==> src/rtl/core/mzrt_pkg.sv <==
// Shared types and codes for the multi-zone relay timer.
// Depends on nothing; every other file of the block imports it.
package mzrt_pkg;

  // One input word: operation, zone and requested run length.
  typedef struct packed {
    logic [1:0]  opcode;
    logic [2:0]  zone;
    logic [15:0] duration_s;
  } in_word_t;

  // One result word.
  typedef struct packed {
    logic [2:0]  event_res;
    logic [2:0]  zone_out;
    logic        zone_active;
    logic [15:0] granted_s;
    logic [15:0] ran_for_s;
    logic [15:0] remaining_s;
    logic [31:0] last_end_time;
    logic [15:0] last_run_s;
    logic [7:0]  relay_mask;
    logic        last;
  } out_word_t;

  // Commands from the controller to the datapath.
  typedef struct packed {
    logic load;   // take the input word, advance the clock on a tick
    logic scan;   // test one zone for expiry
    logic flush;  // close a tick: release the held completion or an idle word
    logic exec;   // carry out a start, stop or query
  } mzrt_cmd_t;

  localparam logic [1:0] OP_TICK  = 2'd0;
  localparam logic [1:0] OP_START = 2'd1;
  localparam logic [1:0] OP_STOP  = 2'd2;
  localparam logic [1:0] OP_QUERY = 2'd3;

  localparam logic [2:0] EV_STARTED   = 3'd0;
  localparam logic [2:0] EV_REJECTED  = 3'd1;
  localparam logic [2:0] EV_STOPPED   = 3'd2;
  localparam logic [2:0] EV_COMPLETED = 3'd3;
  localparam logic [2:0] EV_QUERY     = 3'd4;
  localparam logic [2:0] EV_IDLE      = 3'd5;

  localparam logic [15:0] MAX_DUR_RESET = 16'd3600;

endpackage

==> src/rtl/core/mzrt_datapath.sv <==
// Datapath of the relay timer: seconds counter, per-zone run records,
// clamp register, held completion word and output register. Uses mzrt_pkg.
module mzrt_datapath #(
  parameter int ZONES = 4,
  parameter int ZW    = 2
) (
  input  logic               clk,
  input  logic               rst_n,
  input  mzrt_pkg::mzrt_cmd_t cmd,
  input  logic [ZW-1:0]      cmd_zone,
  input  mzrt_pkg::in_word_t in_word,
  input  logic               cfg_wr_en,
  input  logic [15:0]        cfg_wr_data,
  output logic               out_valid,
  output mzrt_pkg::out_word_t out_word
);
  import mzrt_pkg::*;

  logic [15:0] max_dur_r, max_dur_nxt;
  logic [31:0] seconds_r, seconds_nxt;
  logic [ZONES-1:0] running_r, running_nxt;
  logic [31:0] start_r [ZONES];
  logic [31:0] start_nxt [ZONES];
  logic [15:0] len_r [ZONES];
  logic [15:0] len_nxt [ZONES];
  logic [31:0] prior_end_r [ZONES];
  logic [31:0] prior_end_nxt [ZONES];
  logic [15:0] prior_len_r [ZONES];
  logic [15:0] prior_len_nxt [ZONES];
  in_word_t    item_r, item_nxt;
  out_word_t   pend_r, pend_nxt;
  logic        pend_vld_r, pend_vld_nxt;
  out_word_t   out_r, out_nxt;
  logic        out_vld_r, out_vld_nxt;

  logic          item_ok;
  logic [ZW-1:0] item_z;
  logic [ZW-1:0] sel;
  logic [31:0]   elapsed;
  logic          expired;
  logic [15:0]   ran;
  logic [15:0]   left;
  logic [15:0]   granted;
  logic [7:0]    mask_cur;
  logic [7:0]    sel_bit;

  assign item_ok  = ({1'b0, item_r.zone} < 4'(ZONES));
  assign item_z   = item_ok ? item_r.zone[ZW-1:0] : '0;
  assign sel      = cmd.scan ? cmd_zone : item_z;
  assign elapsed  = seconds_r - start_r[sel];
  assign expired  = (elapsed >= {16'd0, len_r[sel]});
  assign ran      = (elapsed[31:16] != 16'd0) ? 16'hFFFF : elapsed[15:0];
  assign left     = (running_r[sel] && !expired) ? (len_r[sel] - elapsed[15:0]) : 16'd0;
  assign granted  = (item_r.duration_s > max_dur_r) ? max_dur_r : item_r.duration_s;
  assign mask_cur = 8'(running_r);
  assign sel_bit  = 8'(1) << sel;

  always_comb begin
    max_dur_nxt   = cfg_wr_en ? cfg_wr_data : max_dur_r;
    seconds_nxt   = seconds_r;
    running_nxt   = running_r;
    start_nxt     = start_r;
    len_nxt       = len_r;
    prior_end_nxt = prior_end_r;
    prior_len_nxt = prior_len_r;
    item_nxt      = item_r;
    pend_nxt      = pend_r;
    pend_vld_nxt  = pend_vld_r;
    out_nxt       = out_r;
    out_vld_nxt   = 1'b0;

    if (cmd.load) begin
      item_nxt     = in_word;
      pend_vld_nxt = 1'b0;
      if (in_word.opcode == OP_TICK) begin
        seconds_nxt = seconds_r + 32'd1;
      end
    end

    if (cmd.scan && running_r[sel] && expired) begin
      // end this run; release the one held before it, hold this one
      running_nxt[sel]   = 1'b0;
      prior_end_nxt[sel] = seconds_r;
      prior_len_nxt[sel] = ran;
      if (pend_vld_r) begin
        out_nxt     = pend_r;
        out_vld_nxt = 1'b1;
      end
      pend_nxt               = '0;
      pend_nxt.event_res     = EV_COMPLETED;
      pend_nxt.zone_out      = 3'(sel);
      pend_nxt.ran_for_s     = ran;
      pend_nxt.last_end_time = seconds_r;
      pend_nxt.last_run_s    = ran;
      pend_nxt.relay_mask    = mask_cur & ~sel_bit;
      pend_vld_nxt           = 1'b1;
    end

    if (cmd.flush) begin
      out_vld_nxt = 1'b1;
      if (pend_vld_r) begin
        out_nxt = pend_r;
      end else begin
        out_nxt            = '0;
        out_nxt.event_res  = EV_IDLE;
        out_nxt.relay_mask = mask_cur;
      end
      out_nxt.last = 1'b1;
      pend_vld_nxt = 1'b0;
    end

    if (cmd.exec) begin
      out_vld_nxt         = 1'b1;
      out_nxt             = '0;
      out_nxt.event_res   = EV_REJECTED;
      out_nxt.zone_out    = item_r.zone;
      out_nxt.zone_active = item_ok && running_r[sel];
      out_nxt.relay_mask  = mask_cur;
      out_nxt.last        = 1'b1;
      case (item_r.opcode)
        OP_START: begin
          if (item_ok && !running_r[sel] && (item_r.duration_s != 16'd0)) begin
            running_nxt[sel]      = 1'b1;
            start_nxt[sel]        = seconds_r;
            len_nxt[sel]          = granted;
            out_nxt.event_res     = EV_STARTED;
            out_nxt.zone_active   = 1'b1;
            out_nxt.granted_s     = granted;
            out_nxt.remaining_s   = granted;
            out_nxt.last_end_time = prior_end_r[sel];
            out_nxt.last_run_s    = prior_len_r[sel];
            out_nxt.relay_mask    = mask_cur | sel_bit;
          end
        end
        OP_STOP: begin
          if (item_ok && running_r[sel]) begin
            running_nxt[sel]      = 1'b0;
            prior_end_nxt[sel]    = seconds_r;
            prior_len_nxt[sel]    = ran;
            out_nxt.event_res     = EV_STOPPED;
            out_nxt.zone_active   = 1'b0;
            out_nxt.ran_for_s     = ran;
            out_nxt.last_end_time = seconds_r;
            out_nxt.last_run_s    = ran;
            out_nxt.relay_mask    = mask_cur & ~sel_bit;
          end
        end
        OP_QUERY: begin
          if (item_ok) begin
            out_nxt.event_res     = EV_QUERY;
            out_nxt.remaining_s   = left;
            out_nxt.last_end_time = prior_end_r[sel];
            out_nxt.last_run_s    = prior_len_r[sel];
          end
        end
        default: ;
      endcase
    end
  end

  always_ff @(posedge clk) begin
    if (!rst_n) begin
      max_dur_r   <= MAX_DUR_RESET;
      seconds_r   <= '0;
      running_r   <= '0;
      pend_vld_r  <= 1'b0;
      out_vld_r   <= 1'b0;
      for (int i = 0; i < ZONES; i++) begin
        start_r[i]     <= '0;
        len_r[i]       <= '0;
        prior_end_r[i] <= '0;
        prior_len_r[i] <= '0;
      end
    end else begin
      max_dur_r   <= max_dur_nxt;
      seconds_r   <= seconds_nxt;
      running_r   <= running_nxt;
      pend_vld_r  <= pend_vld_nxt;
      out_vld_r   <= out_vld_nxt;
      start_r     <= start_nxt;
      len_r       <= len_nxt;
      prior_end_r <= prior_end_nxt;
      prior_len_r <= prior_len_nxt;
    end
  end

  always_ff @(posedge clk) begin
    item_r <= item_nxt;
    pend_r <= pend_nxt;
    out_r  <= out_nxt;
  end

  assign out_valid = out_vld_r;
  assign out_word  = out_r;

endmodule

==> src/rtl/core/mzrt_ctrl.sv <==
// Controller of the relay timer: sequences the zone scan of a tick and the
// single step of a start, stop or query. Uses mzrt_pkg.
module mzrt_ctrl #(
  parameter int ZONES = 4,
  parameter int ZW    = 2
) (
  input  logic                clk,
  input  logic                rst_n,
  input  logic                start,
  input  logic                in_is_tick,
  output logic                busy,
  output mzrt_pkg::mzrt_cmd_t cmd,
  output logic [ZW-1:0]       cmd_zone
);
  import mzrt_pkg::*;

  typedef enum logic [1:0] {
    S_IDLE,
    S_SCAN,
    S_FLUSH,
    S_EXEC
  } state_t;

  state_t        state_r, state_nxt;
  logic [ZW-1:0] cnt_r, cnt_nxt;
  logic          busy_r, busy_nxt;

  always_comb begin
    state_nxt = state_r;
    cnt_nxt   = cnt_r;
    cmd       = '0;
    unique case (state_r)
      S_IDLE: begin
        if (start) begin
          cmd.load  = 1'b1;
          cnt_nxt   = '0;
          state_nxt = in_is_tick ? S_SCAN : S_EXEC;
        end
      end
      S_SCAN: begin
        cmd.scan = 1'b1;
        if (cnt_r == ZW'(ZONES - 1)) begin
          state_nxt = S_FLUSH;
        end else begin
          cnt_nxt = cnt_r + ZW'(1);
        end
      end
      S_FLUSH: begin
        cmd.flush = 1'b1;
        state_nxt = S_IDLE;
      end
      S_EXEC: begin
        cmd.exec  = 1'b1;
        state_nxt = S_IDLE;
      end
      default: state_nxt = S_IDLE;
    endcase
    busy_nxt = (state_nxt != S_IDLE);
  end

  always_ff @(posedge clk) begin
    if (!rst_n) begin
      state_r <= S_IDLE;
      cnt_r   <= '0;
      busy_r  <= 1'b0;
    end else begin
      state_r <= state_nxt;
      cnt_r   <= cnt_nxt;
      busy_r  <= busy_nxt;
    end
  end

  assign busy     = busy_r;
  assign cmd_zone = cnt_r;

endmodule

==> src/rtl/core/multi_zone_relay_timer.sv <==
// Top level of the multi-zone relay timer: controller plus datapath.
// Uses mzrt_pkg, mzrt_ctrl and mzrt_datapath.
//
// A word is taken on a rising edge with start high and busy low. Start, stop
// and query words keep busy high through the single execute state and put
// one result word on the ports from the output register once that state is
// done, so the next word can be taken as soon as busy falls.
// A tick word advances the seconds counter on acceptance and then walks the
// zones one per cycle through the single shared elapsed-time subtractor and
// compare, with busy high through the scan and the flush state that follows
// it, so the next word waits for both. Each expired zone yields a
// completion word; the last word of a tick is found by holding each completion
// back until the next one or the end of the scan, and a tick with nothing to
// finish yields one idle word. Results come out of a register with out_valid
// high for exactly one cycle each; there is no back-pressure, so the receiver
// must take every word as it appears. Every accepted word ends with exactly
// one result marked by last. Write max_duration_s through cfg_wr_en and
// cfg_wr_data only while busy is low and no results are outstanding.
module multi_zone_relay_timer #(
  parameter int ZONES = 4
) (
  input  logic                clk,
  input  logic                rst_n,
  input  logic                start,
  output logic                busy,
  input  mzrt_pkg::in_word_t  in_word,
  output logic                out_valid,
  output mzrt_pkg::out_word_t out_word,
  input  logic                cfg_wr_en,
  input  logic [15:0]         cfg_wr_data
);
  import mzrt_pkg::*;

  // width of a zone index; keep one bit even for a single zone
  localparam int ZW = (ZONES > 1) ? $clog2(ZONES) : 1;

  mzrt_cmd_t     cmd;
  logic [ZW-1:0] cmd_zone;
  logic          in_is_tick;

  assign in_is_tick = (in_word.opcode == OP_TICK);

  // sequence the scan and the single-step operations
  mzrt_ctrl #(
    .ZONES (ZONES),
    .ZW    (ZW)
  ) u_ctrl (
    .clk        (clk),
    .rst_n      (rst_n),
    .start      (start),
    .in_is_tick (in_is_tick),
    .busy       (busy),
    .cmd        (cmd),
    .cmd_zone   (cmd_zone)
  );

  // hold the zone records and build every result word
  mzrt_datapath #(
    .ZONES (ZONES),
    .ZW    (ZW)
  ) u_dp (
    .clk         (clk),
    .rst_n       (rst_n),
    .cmd         (cmd),
    .cmd_zone    (cmd_zone),
    .in_word     (in_word),
    .cfg_wr_en   (cfg_wr_en),
    .cfg_wr_data (cfg_wr_data),
    .out_valid   (out_valid),
    .out_word    (out_word)
  );

endmodule

==> config.mk <==
export PLATFORM = sky130hd
export DESIGN_NAME = multi_zone_relay_timer
export DESIGN_NICKNAME = d
export VERILOG_FILES = /design/src/rtl/core/mzrt_pkg.sv /design/src/rtl/core/mzrt_datapath.sv /design/src/rtl/core/mzrt_ctrl.sv /design/src/rtl/core/multi_zone_relay_timer.sv
export SDC_FILE = /design/constraint.sdc
export NUM_CORES = 2
export LEC_CHECK = 0
export BUFFER_PORTS_ARGS = -buffer_cell sky130_fd_sc_hd__clkbuf_2
export CORE_ASPECT_RATIO = 0.9
export CORE_MARGIN = 1.5
export CORE_UTILIZATION = 55
export DETAILED_ROUTE_END_ITERATION = 16
export PLACE_DENSITY = 0.83
export SYNTH_ARGS = -nofsm -noshare
export SYNTH_HDL_FRONTEND = slang
export SYNTH_SLANG_ARGS = --single-unit
==> constraint.sdc <==
create_clock -name clk -period 17.4 [get_ports clk]
set_input_delay 3.48 -clock clk [delete_from_list [all_inputs] [get_ports clk]]
set_output_delay 3.48 -clock clk [all_outputs]
set_load 0.05 [all_outputs]
=== After elaboration in Yosys (flattened, before gate mapping) ===
Index checks and enable logic that the tools add are counted.

* Flip-flop bits (word level): 634
* Bits in latches: 0
* Memory bits (writable): 0
* Bits in read-only memories: 0
* Bits of input ports: 41
* Output and inout bits: 114
* Word-level logic and storage cells: 180
* Memories: 0

* Add/sub/neg operators: 4
* Multiply operators: 0
* Divide/modulo/power cells: 0
* Magnitude comparators: 7
* Equal/unequal tests: 9
* Shift operators: 1
* Mux-type cells: 82
* Bitwise gates (word level): 9
* Reductions and logical operators: 27

{| class="wikitable"
|+ Operator list
! operator !! count
|-
| 112-bit 2-to-1 mux || 5
|-
| 128-bit 2-to-1 mux || 4
|-
| 128-bit bitwise mux || 3
|-
| 64-bit 2-to-1 mux || 5
|-
| 64-bit bitwise mux || 3
|-
| 16-bit 2-to-1 mux || 11
|-
| 32-bit 2-to-1 mux || 5
|-
| 48-bit one-hot mux with 3 select lines || 1
|-
| 32-bit binary-select mux with 2-bit select || 2
|-
| 72-bit 2-to-1 mux || 1
|-
| 16-bit binary-select mux with 2-bit select || 2
|-
| 32-bit demux with 2-bit select || 1
|-
| 56-bit 2-to-1 mux || 1
|-
| 32-bit by 1-bit adder with 32-bit output (second input constant) || 1
|-
| 16-bit demux with 2-bit select || 1
|-
| 32-bit by 16-bit >= comparator with 1-bit output || 1
|-
| 16-bit one-hot mux with 2 select lines || 1
|-
| 16-bit nonzero test || 2
|-
| 32-bit subtractor || 1
|-
| 17-bit 2-to-1 mux || 1
|-
| 16-bit > comparator || 1
|-
| 2-bit 2-to-1 mux || 8
|-
| 4-bit 2-to-1 mux || 4
|-
| 8-bit one-hot mux with 2 select lines || 1
|-
| other kinds (36) || 73
|}

=== Depth between registers and ports, before layout ===
* Word-level depth: 16
* Depth in mapped cells: 33
* Depth with buffers taken out: 27

=== Modules after synthesis ===
Synthesis repeated with hierarchy kept, for this count alone.

* Cell total of the unflattened synthesis: 3227
* Area, all modules: 30194.0 sq um

{| class="wikitable"
|+ Modules (own cells, without submodules)
! module !! times used !! cells an instance !! area an instance (sq um)
|-
| mzrt_datapath || 1 || 3197 || 29938.7
|-
| mzrt_ctrl || 1 || 29 || 251.5
|-
| multi_zone_relay_timer || 1 || 1 || 3.8
|}

=== Least setup slack after synthesis ===
No wires, ideal clock.

* Kind: register to register
* Start point: register u_ctrl.state_r[0]
* End point: register u_dp.out_r (netlist bit u_dp.out_word[100]) (enable)
* Setup time: 0.461 ns
* Arrival time: 9.469 ns
* Data required time: 16.939 ns
* Setup slack: 7.471 ns
* Stages on the path, launching flop included: 30
* Path buffers: 6
* Path through: dfxtp_1 -> buf_2 -> nand2b_1 -> buf_2 -> mux2i_1 -> clkbuf_1 -> clkbuf_1 -> clkbuf_1 -> nand2_1 -> a31oi_1 -> ha_1 -> inv_1 -> fa_1 -> a211oi_1 -> o211ai_1 -> a21boi_0 -> o21bai_1 -> a21oi_1 -> xor2_1 -> inv_1 -> ha_1 -> o211ai_1 -> o21ai_0 -> a21oi_1 -> nand2_1 -> a2111oi_4 -> nor2_2 -> clkbuf_1 -> a21oi_1 -> inv_1

* Cells in the longest elaborated chain, start to end: 12

{| class="wikitable"
|+ Ends and longest elaborated chain
! item !! RTL line !! source
|-
| from (decl) || mzrt_ctrl.sv:24 || <nowiki>state_t state_r, state_nxt;</nowiki>
|-
| from (signal assigned) || mzrt_ctrl.sv:67 || <nowiki>state_r <= state_nxt;</nowiki>
|-
| 2-bit by 1-bit == test with 1-bit output || mzrt_ctrl.sv:32 || <nowiki>unique case (state_r)</nowiki>
|-
| 1-bit 2-to-1 mux || mzrt_ctrl.sv:32 ||
|-
| 2-bit 2-to-1 mux || mzrt_datapath.sv:49 || <nowiki>assign sel = cmd.scan ? cmd_zone : item_z;</nowiki>
|-
| 2-bit inverter with 3-bit output (implied by the code) || mzrt_datapath.sv:50, mzrt_datapath.sv:51 ||
|-
| 32-bit binary-select mux with 2-bit select || mzrt_datapath.sv:50 || <nowiki>assign elapsed = seconds_r - start_r[sel];</nowiki>
|-
| 32-bit 2-to-1 mux (implied by the code) (2 in a row) || mzrt_datapath.sv:50 ||
|-
| 32-bit subtractor || mzrt_datapath.sv:50 ||
|-
| 32-bit by 16-bit >= comparator with 1-bit output || mzrt_datapath.sv:51 || <nowiki>assign expired = (elapsed >= {16'd0, len_r[sel]});</nowiki>
|-
| 1-bit logical AND || mzrt_datapath.sv:80 || <nowiki>if (cmd.scan && running_r[sel] && expired) begin</nowiki>
|-
| 3-bit nonzero test (no line) || - ||
|-
| 2-bit AND reduction (no line) * || - ||
|-
| to (signal assigned) || mzrt_datapath.sv:190 || <nowiki>out_r <= out_nxt;</nowiki>
|-
| to (decl) || mzrt_datapath.sv:33 || <nowiki>out_word_t out_r, out_nxt;</nowiki>
|}

Every way passes the cells marked *; elsewhere a longest branch is shown, timed or not. The select of a mux whose other input is x is not followed.
A chain may end at the register's enable or synchronous reset.

=== Worst setup path in the final report ===
* Start point: register u_ctrl.state_r[0]
* End point: register u_dp.out_r (netlist bit u_dp.out_word[52]) (enable)

The elaborated chain is that of the path after synthesis.

==> key figures <==
CTS
  – CTS tree: built
  – Post-CTS Resized: 0
  – Worst-Skew Late Latency: between 0.6 and 0.7 ns
  – Cts bufs inserted: 66
  – Clock Path Buffers: 3
  – Hold buffer count at CTS: 0
  – H-tree depth: 3
  – CTS Root Cell: clkbuf_16
  – Clk sinks: 626
  – Clock transition at path regs: about 0.060 ns
  – # Post-CTS Setup Buffers: 0

Synth
  – Synth Area per Inst: 9.257 um^2
  – Post-synth ARST share: 0%
  – Most frequent cell after synthesis: nand2_1
  – Ys Warns: 0
  – Post-synthesis sequential area ratio: 47.32%
  – Synth top area cells: dfxtp_1 (29%), edfxtp_1 (18%), nand2_1 (10%)
  – Post-synth cell types: around 80
  – Post-synth EDFFs: roughly 180
  – Synth Flop Type: dfxtp_1
  – Most common library cells after synthesis: nand2_1 (834), dfxtp_1 (444), mux2i_1 (230), clkbuf_1 (191), edfxtp_1 (182)
  – Syn Inst Count: around 3,300
  – FF+latch count, synth: around 630
  – Leading area contributor after synthesis: dfxtp_1
  – Post-Syn Area: 0.03034 mm^2
  – Area share of the largest cell type after synthesis: 29.30%

Die
  – Die H: 225.8 um
  – # rows: 81
  – IO Pins: around 160
  – Initial Util: 55.74%
  – Core box area: ~0.054 mm^2
  – Die area: 0.05658 mm^2
  – Die width: between 200 and 300 um

Timing
  – Setup TNS: 0 ns
  – Relative slew margins: a little under a fifth
  – Count of final hold-check violations: 0
  – Least-Margin Pin Slew: between 1 and 1.5 ns
  – Count of final setup violators: 0
  – Slew Viols, Final: 0
  – Clock Skew: ~0.028 ns
  – Crit path time final: 10.38 ns
  – Fmax: slightly below 100 MHz
  – Tcrit/Tclk final: ~60%
  – RSZ-0062 raised after global routing: false

Power
  – VDD IR-drop max: roughly 62 uV
  – PD cells: ~100 mW/mm^2
  – Leakage: roughly 0.014 uW

Placed design
  – Gpl congestion: between 0.9 and 1
  – HPWL Detailed: 51,730 um
  – Port bufs: 150

Route
  – Initial DRC count: 2,874
  – WL met1: ~34,000 um
  – WL per Instance: around 20 um
  – Post-route ant nets: 0
  – Top routing layer in use: met5
  – Met2 routed WL: 36,870 um
  – DRC viols: 0
  – Via density per instance: a little over 6
  – Number of iterations in the first detailed-routing pass: 8
  – Vias post-DR: approximately 24,000
  – Metal3 WL: about 8400 um
  – Post-Route WL: 81,490 um

Global routing
  – Largest net degree at the start of global routing: 156
  – Initial antenna violation count: 5
  – GRT Overall Usage: 28.30%
  – First-pass GRT wire length: between 100,000 and 150,000 um
  – Total global routing overflow: 0
  – Vias in the first global route: around 23,000

Worst setup path
  – CP max stage delay: approximately 0.93 ns
  – Worst setup startpoint: u_ctrl.state_r[0]
  – CP Max Fanout: approximately 110
  – Crit Path Class: reg -> reg
  – R2r worst-path depth: 29
  – Setup crit start kind: flip-flop
  – Required time worst endpoint: roughly 18 ns
  – Launching point of the worst reg2reg path: u_ctrl.state_r[0]
  – CP endpoint kind: flip-flop
  – Worst setup path end: u_dp.out_word[52]
  – RR Endpoint: u_dp.out_word[52]
  – Register-to-register setup slack: 7.02 ns
  – Slowest cell on crit path: buf_4
  – Worst EP arrival: ~11 ns

Finish
  – Fin nets: 3,413
  – Final core utilization: around 60%
  – Fillers: between 4,000 and 5,000
  – Layout cells sized above 1: between 10% and 20%
  – Area delta synth->final: 10.28%

Run
  – Max Cap Viol: 0

Status
  – Run status: finished, final reports clean

Worst hold path
  – Hold Crit Depth: 2
  – HP Class: reg -> reg
worst max-delay path: cells and delay by family (launching register included):
family / cells / cell delay, ns
buffers and inverters: 8 / 3.93
AOI/OAI and AO/OA: 11 / 2.18
and+or+nand+nor: 5 / 1.33
adders and majority gates: 3 / 1.08
DFF: 1 / 0.60
xor gates and xnor gates: 1 / 0.32
muxes: 1 / 0.29
report_power, final:
group	internal [uW]	switching (uW)	total [uW]
clock network	817	596	1410
registers	1510	9.92	1520
logic	129	276	406
layout by cell type (no fill, tap or decap), types with 8 or more instances in the layout:
cell | synthesis | routed
nand2_1 | 834 | 831
dfxtp_1 | 444 | 444
mux2i_1 | 230 | 229
edfxtp_1 | 182 | 182
clkbuf_2 | 0 | 149
a21oi_1 | 141 | 141
o21ai_0 | 139 | 139
a21boi_0 | 133 | 132
nand3_1 | 125 | 125
inv_1 | 110 | 108
ha_1 | 84 | 84
nor2_1 | 80 | 77
clkbuf_16 | 0 | 67
and2_1 | 54 | 54
xnor2_1 | 48 | 48
mux4_2 | 48 | 48
a21o_1 | 39 | 39
a22oi_1 | 38 | 38
nor2b_1 | 27 | 27
nand2b_1 | 26 | 26
buf_4 | 12 | 26
nand4_1 | 18 | 18
o22ai_1 | 18 | 18
o211ai_1 | 16 | 16
nor3_1 | 18 | 16
o2bb2ai_1 | 15 | 15
and3_1 | 13 | 13
xor2_1 | 13 | 13
o21a_1 | 11 | 11
clkbuf_1 | 191 | 11
o21ai_1 | 10 | 10
clkbuf_8 | 0 | 10
clkinv_1 | 0 | 9
o21bai_1 | 8 | 8
clkinv_2 | 0 | 8
kinds of logic (layout without fill, tap and decap cells):
logic type      after synthesis  after routing  share of synthesized area (%)
mux                         281            281                          11.30
buf+inv                     350            409                          4.805
flops                       626            626                          47.31
fa+ha+maj                    86             86                          3.596
compound gates              640            640                          13.80
xor+xnor                     61             61                          1.761
simple gates               1232           1232                          17.40
other cells                   1              6                        0.01236
area by class of cell:
| class | count | area, um^2 | area share [%] |
|---|---|---|---|
| Antenna cell | 2 | 5.005 | 0.01496 |
| Clock buffer | 88 | 1856 | 5.546 |
| Clock inverter | 33 | 317.8 | 0.9499 |
| Inverter | 111 | 424.2 | 1.268 |
| Multi-Input combinational cell | 2304 | 14640 | 43.76 |
| Sequential cell | 626 | 14350 | 42.90 |
| Tap cell | 705 | 882.1 | 2.637 |
| Timing Repair Buffer | 177 | 975.9 | 2.917 |
flip-flops by register name, summed over array words and instances (netlist names), 2 cells and up:
signal and cells:
u_dp.prior_end_r 128, u_dp.start_r 128, u_dp.out_word 108, u_dp.len_r 64, u_dp.prior_len_r 64, u_dp.pend_r 54, u_dp.seconds_r 32, u_dp.item_r 21
u_dp.max_dur_r 16, u_dp.running_r 4, u_ctrl.cmd_zone 2, u_ctrl.state_r 2
layer usage:
metal,GRT usage [%],up-vias
met5,0,-
li1,-,11340
met2,44.60,1158
met3,7.319,185
met4,9.521,2
met1,37.94,11750
through the flow:
| step | setup WS [ns] | total power [uW] | instances | cell area [um^2] | hold WS, ns |
|---|---|---|---|---|---|
| 6_report | 7.022 | 3341 | 4046 | 33460 | 0.4571 |
| 5_1_grt | 6.527 | 3436 | 4044 | 33450 | 0.4702 |
| 4_1_cts | 7.130 | 3341 | 4044 | 33450 | 0.4571 |
| 3_5_place_dp | 7.187 | 1949 | 3923 | 31280 | 0.4492 |
| 3_3_place_gp | 7.457 | 1945 | 3923 | 31280 | 0.4414 |
| 2_1_floorplan | 7.471 | 1848 | 3280 | 30350 | 0.4348 |
worst min path at each step:
stage                               from              endpoint
floorplan              u_dp.seconds_r[0]       u_dp.pend_r[25]
global placement    u_dp.prior_end_r[60]  u_dp.prior_end_r[60]
detailed placement  u_dp.prior_end_r[46]  u_dp.prior_end_r[46]
CTS                 u_dp.prior_end_r[46]  u_dp.prior_end_r[46]
global route        u_dp.prior_len_r[11]  u_dp.prior_len_r[11]
finish              u_dp.prior_end_r[46]  u_dp.prior_end_r[46]
Power figures use the tool's default switching activity.
